File: config.mk
export PLATFORM = sky130hd
export DESIGN_NAME = integer_to_radix_ascii
export DESIGN_NICKNAME = d
export VERILOG_FILES = /design/src/design/ira_pkg.sv /design/src/design/integer_to_radix_ascii.sv /design/src/design/ira_divider.sv
export VERILOG_INCLUDE_DIRS = /design/src /design/src/design
export SDC_FILE = /design/constraint.sdc
export NUM_CORES = 1
export LEC_CHECK = 0
export BUFFER_PORTS_ARGS = -buffer_cell sky130_fd_sc_hd__buf_2
export CAP_MARGIN = 5
export CORE_ASPECT_RATIO = 0.75
export CORE_MARGIN = 2
export CORE_UTILIZATION = 33
export DETAILED_ROUTE_END_ITERATION = 6
export PLACE_DENSITY = 0.45
export SLEW_MARGIN = 40
export SYNTH_ARGS = -nofsm -noshare
export SYNTH_HDL_FRONTEND = slang
export SYNTH_SLANG_ARGS = --single-unit
File: constraint.sdc
create_clock -name clock -period 8.7 [get_ports clock]
set_input_delay 1.74 -clock clock [delete_from_list [all_inputs] [get_ports clock]]
set_output_delay 1.74 -clock clock [all_outputs]
set_load 0.005 [all_outputs]
File: src/design/integer_to_radix_ascii_assert.svh
// ----------------------------------------------------------------------------
// integer_to_radix_ascii assertion macros
// Concurrent assertion shorthands for the radix text converter.
// ----------------------------------------------------------------------------
`ifndef INTEGER_TO_RADIX_ASCII_ASSERT_SVH
`define INTEGER_TO_RADIX_ASCII_ASSERT_SVH

// Same-cycle implication, disabled during reset.
`define IRA_ASSERT_IMPL(lbl, clk, rst, ante, cons, msg) \
   lbl: assert property (@(posedge clk) disable iff (rst) (ante) |-> (cons)) \
      else $error(msg);

// Next-cycle implication, disabled during reset.
`define IRA_ASSERT_NEXT(lbl, clk, rst, ante, cons, msg) \
   lbl: assert property (@(posedge clk) disable iff (rst) (ante) |=> (cons)) \
      else $error(msg);

`endif

File: src/design/ira_pkg.sv
`timescale 1ns / 1ps
`default_nettype none
// ----------------------------------------------------------------------------
// ira_pkg
// Shared constants, types and the digit-to-character map of the converter.
// ----------------------------------------------------------------------------
package ira_pkg;

   localparam int VALUE_BITS_DEFAULT = 32;
   localparam int RADIX_W            = 6;
   localparam int CHAR_W             = 7;

   localparam logic [RADIX_W-1:0] RADIX_RESET    = 6'd10;
   localparam logic [RADIX_W-1:0] RADIX_MIN      = 6'd2;
   localparam logic [RADIX_W-1:0] RADIX_MAX      = 6'd36;
   localparam logic [RADIX_W-1:0] DECIMAL_DIGITS = 6'd10;
   localparam logic [RADIX_W-1:0] DIGIT_LIMIT    = 6'd36;

   localparam logic [CHAR_W-1:0] CHAR_NUL   = 7'h00;
   localparam logic [CHAR_W-1:0] CHAR_MINUS = 7'h2d;
   localparam logic [CHAR_W-1:0] CHAR_ZERO  = 7'h30;
   localparam logic [CHAR_W-1:0] CHAR_LOW_A = 7'h61;

   typedef enum logic [2:0] {
      ST_IDLE,
      ST_DIVIDE,
      ST_SIGN,
      ST_FETCH,
      ST_EMIT
   } ira_state_type;

   typedef struct packed {
      logic busy;
      logic done;
      logic q_nonzero;
   } ira_div_status_type;

   // 0-9 then a-z; anything past 35 maps to '0'
   function automatic logic [CHAR_W-1:0] digit_char(input logic [RADIX_W-1:0] d);
      logic [RADIX_W-1:0] letter;
      letter = d - DECIMAL_DIGITS;
      if (d < DECIMAL_DIGITS) begin
         return CHAR_ZERO + CHAR_W'(d);
      end else if (d < DIGIT_LIMIT) begin
         return CHAR_LOW_A + CHAR_W'(letter);
      end else begin
         return CHAR_ZERO;
      end
   endfunction

endpackage
`default_nettype wire

File: src/design/integer_to_radix_ascii.sv
// Each digit takes a full divider pass; the text then goes out as an optional
//   minus sign followed by a store read and a load per digit, and the output
//   can stall the sign and every load.
// Throughput: one number at a time; the next is taken once the output
//   register is free, as the final character transfers or later.
// Reset: synchronous, clears control state and sets the base to 10; no pass.
`timescale 1ns / 1ps
`default_nettype none
// ----------------------------------------------------------------------------
// integer_to_radix_ascii
// Signed integer to text in a base from 2 to 36, one character per transfer.
// ----------------------------------------------------------------------------
module integer_to_radix_ascii #(
   parameter int VALUE_BITS = ira_pkg::VALUE_BITS_DEFAULT
) (
   input  wire logic                          clock,
   input  wire logic                          reset,
   // number input
   input  wire logic                          req_valid,
   output logic                               req_ready,
   input  wire logic signed [VALUE_BITS-1:0]  req_number,
   // character output
   output logic                               rsp_valid,
   input  wire logic                          rsp_ready,
   output logic [ira_pkg::CHAR_W-1:0]         rsp_character,
   output logic                               rsp_last,
   output logic                               rsp_bad_base,
   // base register write
   input  wire logic                          csr_valid,
   output logic                               csr_ready,
   input  wire logic [ira_pkg::RADIX_W-1:0]   csr_radix
);
   import ira_pkg::*;

   localparam int CNT_W = $clog2(VALUE_BITS + 1);
   localparam int IDX_W = $clog2(VALUE_BITS);

   // state and registers
   ira_state_type       state_ff, state_in;
   logic [RADIX_W-1:0]  radix_ff;
   logic [CNT_W-1:0]    cnt_ff, cnt_in;       // digits held
   logic                neg_ff, neg_in;
   logic                rsp_valid_ff, rsp_valid_in;
   logic [CHAR_W-1:0]   rsp_char_ff, rsp_char_in;
   logic                rsp_last_ff, rsp_last_in;
   logic                rsp_bad_ff, rsp_bad_in;
   logic                load_rsp;

   // digit store, least significant digit at index 0
   logic [RADIX_W-1:0]  digit_store [VALUE_BITS];
   logic [RADIX_W-1:0]  rd_data_ff;
   logic [CNT_W-1:0]    cnt_dec;
   logic [IDX_W-1:0]    rd_addr;
   logic                wr_en;

   // divider link
   logic                   div_start;
   logic [VALUE_BITS-1:0]  div_dividend;
   logic [VALUE_BITS-1:0]  div_quotient;
   logic [RADIX_W-1:0]     div_rem;
   ira_div_status_type     div_status;

   logic [VALUE_BITS-1:0]  num_u;
   logic                   num_neg;
   logic [VALUE_BITS-1:0]  num_mag;
   logic                   base_bad;
   logic                   out_free;

   // magnitude held unsigned so the most negative value converts exactly
   assign num_u    = $unsigned(req_number);
   assign num_neg  = num_u[VALUE_BITS-1];
   assign num_mag  = num_neg ? (~num_u + VALUE_BITS'(1)) : num_u;
   assign base_bad = (radix_ff < RADIX_MIN) || (radix_ff > RADIX_MAX);

   // output register is free when empty or being drained this cycle
   assign out_free = !rsp_valid_ff || rsp_ready;

   // first pass divides the magnitude, later passes the previous quotient
   assign div_dividend = (state_ff == ST_IDLE) ? num_mag : div_quotient;

   assign cnt_dec = cnt_ff - CNT_W'(1);
   assign rd_addr = cnt_dec[IDX_W-1:0];

   ira_divider #(
      .VALUE_BITS (VALUE_BITS)
   ) u_divider (
      .clock     (clock),
      .reset     (reset),
      .start     (div_start),
      .dividend  (div_dividend),
      .divisor   (radix_ff),
      .quotient  (div_quotient),
      .remainder (div_rem),
      .status    (div_status)
   );

   // next state and datapath control
   always_comb begin
      state_in    = state_ff;
      cnt_in      = cnt_ff;
      neg_in      = neg_ff;
      req_ready   = 1'b0;
      div_start   = 1'b0;
      wr_en       = 1'b0;
      load_rsp    = 1'b0;
      rsp_char_in = rsp_char_ff;
      rsp_last_in = rsp_last_ff;
      rsp_bad_in  = rsp_bad_ff;

      case (state_ff)
         ST_IDLE: begin
            req_ready = out_free;
            if (req_valid && out_free) begin
               if (base_bad) begin
                  // single NUL with bad base flag; digit state untouched
                  load_rsp    = 1'b1;
                  rsp_char_in = CHAR_NUL;
                  rsp_last_in = 1'b1;
                  rsp_bad_in  = 1'b1;
               end else begin
                  neg_in    = num_neg;
                  cnt_in    = '0;
                  div_start = 1'b1;
                  state_in  = ST_DIVIDE;
               end
            end
         end
         ST_DIVIDE: begin
            if (div_status.done) begin
               wr_en  = 1'b1;
               cnt_in = cnt_ff + CNT_W'(1);
               if (div_status.q_nonzero && (cnt_ff != CNT_W'(VALUE_BITS - 1))) begin
                  div_start = 1'b1;
               end else begin
                  state_in = neg_ff ? ST_SIGN : ST_FETCH;
               end
            end
         end
         ST_SIGN: begin
            if (out_free) begin
               load_rsp    = 1'b1;
               rsp_char_in = CHAR_MINUS;
               rsp_last_in = 1'b0;
               rsp_bad_in  = 1'b0;
               state_in    = ST_FETCH;
            end
         end
         ST_FETCH: begin
            // digit store read settles into rd_data_ff
            state_in = ST_EMIT;
         end
         ST_EMIT: begin
            if (out_free) begin
               load_rsp    = 1'b1;
               rsp_char_in = digit_char(rd_data_ff);
               rsp_last_in = (cnt_ff == CNT_W'(1));
               rsp_bad_in  = 1'b0;
               cnt_in      = cnt_dec;
               state_in    = (cnt_ff == CNT_W'(1)) ? ST_IDLE : ST_FETCH;
            end
         end
         default: begin
            state_in = ST_IDLE;
         end
      endcase

      if (load_rsp) begin
         rsp_valid_in = 1'b1;
      end else if (rsp_ready) begin
         rsp_valid_in = 1'b0;
      end else begin
         rsp_valid_in = rsp_valid_ff;
      end
   end

   // control registers
   always_ff @(posedge clock) begin
      if (reset) begin
         state_ff     <= ST_IDLE;
         radix_ff     <= RADIX_RESET;
         cnt_ff       <= '0;
         neg_ff       <= 1'b0;
         rsp_valid_ff <= 1'b0;
      end else begin
         state_ff     <= state_in;
         cnt_ff       <= cnt_in;
         neg_ff       <= neg_in;
         rsp_valid_ff <= rsp_valid_in;
         if (csr_valid) begin
            radix_ff <= csr_radix;
         end
      end
   end

   // output payload
   always_ff @(posedge clock) begin
      if (load_rsp) begin
         rsp_char_ff <= rsp_char_in;
         rsp_last_ff <= rsp_last_in;
         rsp_bad_ff  <= rsp_bad_in;
      end
   end

   // digit store: written as remainders arrive, read one digit behind
   always_ff @(posedge clock) begin
      if (wr_en) begin
         digit_store[cnt_ff[IDX_W-1:0]] <= div_rem;
      end
      rd_data_ff <= digit_store[rd_addr];
   end

   assign csr_ready     = 1'b1;
   assign rsp_valid     = rsp_valid_ff;
   assign rsp_character = rsp_char_ff;
   assign rsp_last      = rsp_last_ff;
   assign rsp_bad_base  = rsp_bad_ff;

   // checks
`include "integer_to_radix_ascii_assert.svh"

   `IRA_ASSERT_IMPL(a_bad_base_single, clock, reset, rsp_valid && rsp_bad_base, rsp_last && (rsp_character == CHAR_NUL), "bad base result not a lone NUL")
   `IRA_ASSERT_IMPL(a_start_when_free, clock, reset, div_start, !div_status.busy, "divider restarted while busy")
   `IRA_ASSERT_IMPL(a_emit_has_digit, clock, reset, (state_ff == ST_EMIT) || (state_ff == ST_FETCH), cnt_ff != '0, "emitting with empty digit store")
   `IRA_ASSERT_NEXT(a_done_bounded, clock, reset, (state_ff == ST_DIVIDE) && div_status.done, cnt_ff <= CNT_W'(VALUE_BITS), "digit count exceeds store depth")

endmodule
`default_nettype wire

File: src/design/ira_divider.sv
`timescale 1ns / 1ps
`default_nettype none
// ----------------------------------------------------------------------------
// ira_divider
// Bit-serial restoring divider: one quotient bit per cycle by a 6-bit base.
// ----------------------------------------------------------------------------
module ira_divider #(
   parameter int VALUE_BITS = ira_pkg::VALUE_BITS_DEFAULT
) (
   input  wire logic                         clock,
   input  wire logic                         reset,
   input  wire logic                         start,
   input  wire logic [VALUE_BITS-1:0]        dividend,
   input  wire logic [ira_pkg::RADIX_W-1:0]  divisor,
   output logic      [VALUE_BITS-1:0]        quotient,
   output logic      [ira_pkg::RADIX_W-1:0]  remainder,
   output ira_pkg::ira_div_status_type       status
);
   import ira_pkg::*;

   localparam int CNT_W = $clog2(VALUE_BITS + 1);

   logic [VALUE_BITS-1:0] quo_ff;
   logic [RADIX_W-1:0]    rem_ff;
   logic [CNT_W-1:0]      step_ff;
   logic                  done_ff;
   logic                  nz_ff;

   logic [RADIX_W:0]      partial;
   logic [RADIX_W:0]      diff;
   logic                  fits;
   logic [RADIX_W-1:0]    rem_in;

   // shift next dividend bit into the partial remainder, subtract if it fits
   always_comb begin
      partial = {rem_ff, quo_ff[VALUE_BITS-1]};
      fits    = partial >= {1'b0, divisor};
      diff    = partial - {1'b0, divisor};
      rem_in  = fits ? diff[RADIX_W-1:0] : partial[RADIX_W-1:0];
   end

   always_ff @(posedge clock) begin
      if (reset) begin
         step_ff <= '0;
         done_ff <= 1'b0;
         nz_ff   <= 1'b0;
      end else if (start) begin
         step_ff <= CNT_W'(VALUE_BITS);
         done_ff <= 1'b0;
         nz_ff   <= 1'b0;
      end else if (step_ff != '0) begin
         step_ff <= step_ff - CNT_W'(1);
         done_ff <= (step_ff == CNT_W'(1));
         nz_ff   <= nz_ff | fits;
      end else begin
         done_ff <= 1'b0;
      end
   end

   always_ff @(posedge clock) begin
      if (start) begin
         quo_ff <= dividend;
         rem_ff <= '0;
      end else if (step_ff != '0) begin
         quo_ff <= {quo_ff[VALUE_BITS-2:0], fits};
         rem_ff <= rem_in;
      end
   end

   assign quotient         = quo_ff;
   assign remainder        = rem_ff;
   assign status.busy      = (step_ff != '0);
   assign status.done      = done_ff;
   assign status.q_nonzero = nz_ff;

endmodule
`default_nettype wire

==> metrics.txt <==
Die X 229 µm; Critical Path Max Stage Delay 0.33 ns; final worst slack 4.50 ns; Pwr Density 269 nW/µm²; die height 173 µm; hold wc startpoint cnt_ff[5]; Routed Wire Length 29500 µm; antenna violations before repair 0; GR Layer Usage met3 2.98%; status completed; Place WS 4.51 ns; Int Pwr 2.69 mW; latest clock arrival within the worst-skew pair 0.57 ns; Critical Path RT 6.96 ns; most frequent CP cell buf_2; Final Power 3.82 mW; port bufs 53; CP Launch Type input pin; Rel. slew slack 47.7%; fin crit share 48.2%; endpoints failing setup 0; clk buf depth 3; count of cell types in the netlist 76; Max VDD drop 123 µV; Core Rows 61; Finished Core Util 38.2%; sw frac 29.6%; Core Area 37200 µm²; nets 967; hold_buf cts 0; # resized after CTS 0; postcts setup bufs 0; main flop type after synthesis edfxtp_1; placed cell count 1377; Final Hold Viols 0; Slowest cell on crit path nor2b_1; antenna fix cells 0; TritonCTS clock tree done; syn nets 916; first-pass GRT wire length 45500 µm; hpwl dp 19300 µm; Clk pin slew, worst setup/hold paths 0.07 ns; Reg-to-Reg End rd_data_ff[2]; layout overhead on the synthesized area 13.5%; share of cells above drive strength 1 24.3%; DR vias 7280; Critical Path AT 2.46 ns; CTS buffer count 27; worst hold path class reg -> reg; leakage power 4.75 nW; Mapped Area 12500 µm²; Sink Count 270; 1st-pass router iterations 4; R2R Setup Slk 5.62 ns; Die ar. 39600 µm²; met2 Usage GRT 20.9%; GRT Overall Usage 14.9%; Pins Over Slew Limit 0; Post-Route Setup TNS 0 ns; clock skew 0.0358 ns; Top Usage Layer GRT met1; Iteration-0 DRC Markers 688; GR Util met1 23.9%; syn avg cell area 14.7 µm²; Net Sw Power 1.13 mW; CP Class in -> out; RePlAce Congestion 0.761; initial core utilization 33.7%; Hold Path Cell Cnt 1; CTS root buf clkbuf_16; vias in the first global route 7279; number of synthesized flops with an enable pin 233; total grt overflow 0; Final Non-Filler Cells 1426; synth warn 0; Max Cap Viol 0; DR vias/cell 5.11; post-route DRC violation count 0; Worst Setup End Kind primary output; register area share after synthesis 61.7%; clock power share 29.4%; hold endpoint cnt_ff[5]; combinational fraction of design power 24.2%; async set-reset flop share out of synthesis 0%; H-tree depth 1; Worst Setup SP rsp_ready; reg-to-reg startpoint cnt_ff[0]; crit path time final 4.20 ns; Seq pwr share 46.4%; pin count of the biggest net entering global routing 49; Routed wire per std cell 20.7 µm; worst path cell trace buf_2 > nor2b_1 > nor3_1 > buf_2; Yosys reg bits 270; CP max FO 5; DRT antenna net count 0; path depth of the worst reg2reg path 7; IO Pins 55; Mapped Cells 851; RSZ-0062 raised after global routing no; Least-Margin Pin Slew 0.784 ns; Max Freq 238 MHz
state kept, by name, indices dropped and copies added, names as in the netlist:
name and flops:
radix_ff 6, rd_data_ff 6, state_ff 3, u_divider.nz_ff 1
cnt_ff 6, u_divider.done_ff 1, neg_ff 1, rsp_character 7
u_divider.quotient 32, rsp_valid 1, rsp_last 1, u_divider.remainder 6
digit_store 192, rsp_bad_base 1, u_divider.step_ff 6
through the flow:
stage | area (µm²) | hold slack (ns)
finish | 14200 | 0.508
global route | 14200 | 0.523
CTS | 14200 | 0.498
detailed placement | 13400 | 0.487
global placement | 13400 | 0.472
floorplan | 12500 | 0.447
cell usage in the layout (no fill, tap or decap), types with 4 or more instances in the layout:
| cell | count |
|---|---|
| clkbuf_16 | 27 |
| a22o_1 | 6 |
| or2_2 | 6 |
| o21a_1 | 5 |
| edfxtp_1 | 233 |
| buf_4 | 10 |
| a31oi_1 | 6 |
| nor2_1 | 71 |
| clkbuf_1 | 10 |
| o41ai_2 | 8 |
| nand2_1 | 37 |
| mux2_4 | 6 |
| dfxtp_1 | 36 |
| a211oi_1 | 7 |
| nand2b_1 | 9 |
| mux4_2 | 48 |
| o21ai_0 | 16 |
| nand3_1 | 13 |
| xor2_1 | 7 |
| nor4_1 | 7 |
| o211ai_1 | 5 |
| buf_2 | 53 |
| a21oi_1 | 20 |
| mux2_2 | 38 |
| o22ai_1 | 7 |
| nor2b_1 | 9 |
| a221oi_1 | 4 |
| clkinv_2 | 5 |
| xnor2_1 | 37 |
| o41ai_1 | 4 |
| inv_1 | 25 |
| and3_1 | 4 |
| o31ai_1 | 11 |
| nor3_1 | 17 |
| or3_1 | 7 |
| ha_1 | 20 |
| mux2i_1 | 22 |
cell usage after synthesis (5+ instances only):
library cell / count / area, µm²
xor2_1: 8 / 70.1
buf_2: 15 / 75.1
nor3_1: 17 / 85.1
nand2b_1: 9 / 56.3
mux4_2: 48 / 1080
xnor2_1: 37 / 324
nor2b_1: 9 / 56.3
ha_1: 21 / 263
a21oi_1: 20 / 100
a31oi_1: 6 / 37.5
dfxtp_1: 37 / 741
or2_2: 6 / 37.5
a211oi_1: 7 / 52.6
inv_1: 25 / 93.8
clkbuf_1: 22 / 82.6
o21a_1: 5 / 37.5
nor4_1: 7 / 43.8
o211ai_1: 5 / 37.5
o41ai_2: 8 / 130
edfxtp_1: 233 / 7000
mux2_4: 6 / 90.1
a22o_1: 6 / 52.6
o31ai_1: 11 / 82.6
or3_1: 7 / 43.8
o21ai_0: 16 / 80.1
nor2_1: 71 / 267
nand3_1: 13 / 65.1
nand2_1: 37 / 139
o22ai_1: 7 / 43.8
mux2_2: 38 / 428
mux2i_1: 22 / 220
critical path: cells and delay by family:
kind                   cells  cell delay, ns
buffers and inverters      2            0.26
AND/OR/NAND/NOR            2            0.45
final cells by class:
class / instances / area (µm²)
Clock inverter: 12 / 110
Clock buffer: 37 / 713
Tap cell: 504 / 631
Sequential cell: 270 / 7740
Timing Repair Buffer: 65 / 383
Fill cell: 3562 / 23000
Multi-Input combinational cell: 513 / 4560
Inverter: 25 / 93.8
power groups by stage:
stage	logic (mW)	registers (mW)	clock network (mW)
final	0.924	1.78	1.12
after detailed placement	0.935	1.80	0
after global placement	0.891	1.81	0
after floorplan	0.547	1.85	0
after global routing	1.03	1.79	1.21
after CTS	0.938	1.78	1.16
per-layer routing:
layer / share of wire [%] / wire length [µm]
met5: 0 / 0
met3: 4.6 / 1340
met2: 41 / 12100
met4: 1.5 / 443
met1: 53 / 15700
how the worst max path moves through the flow:
stage	end	slack, ns	cells after the start
2_1_floorplan	u_divider.quotient[0]	3.56	4
3_3_place_gp	req_ready	4.57	4
3_5_place_dp	req_ready	4.51	4
4_1_cts	req_ready	4.51	4
5_1_grt	req_ready	4.46	4
6_report	req_ready	4.50	4
kinds of logic after synthesis:
family                     synth area share (%)
buffers and inverters                      2.28
xor gates and xnor gates                   3.14
and+or+nand+nor                            8.59
muxes                                      14.5
DFF                                        61.7
other                                    0.0299
AOI/OAI and AO/OA                          7.46
adders and majority gates                  2.26
Power figures use the tool's default switching activity.
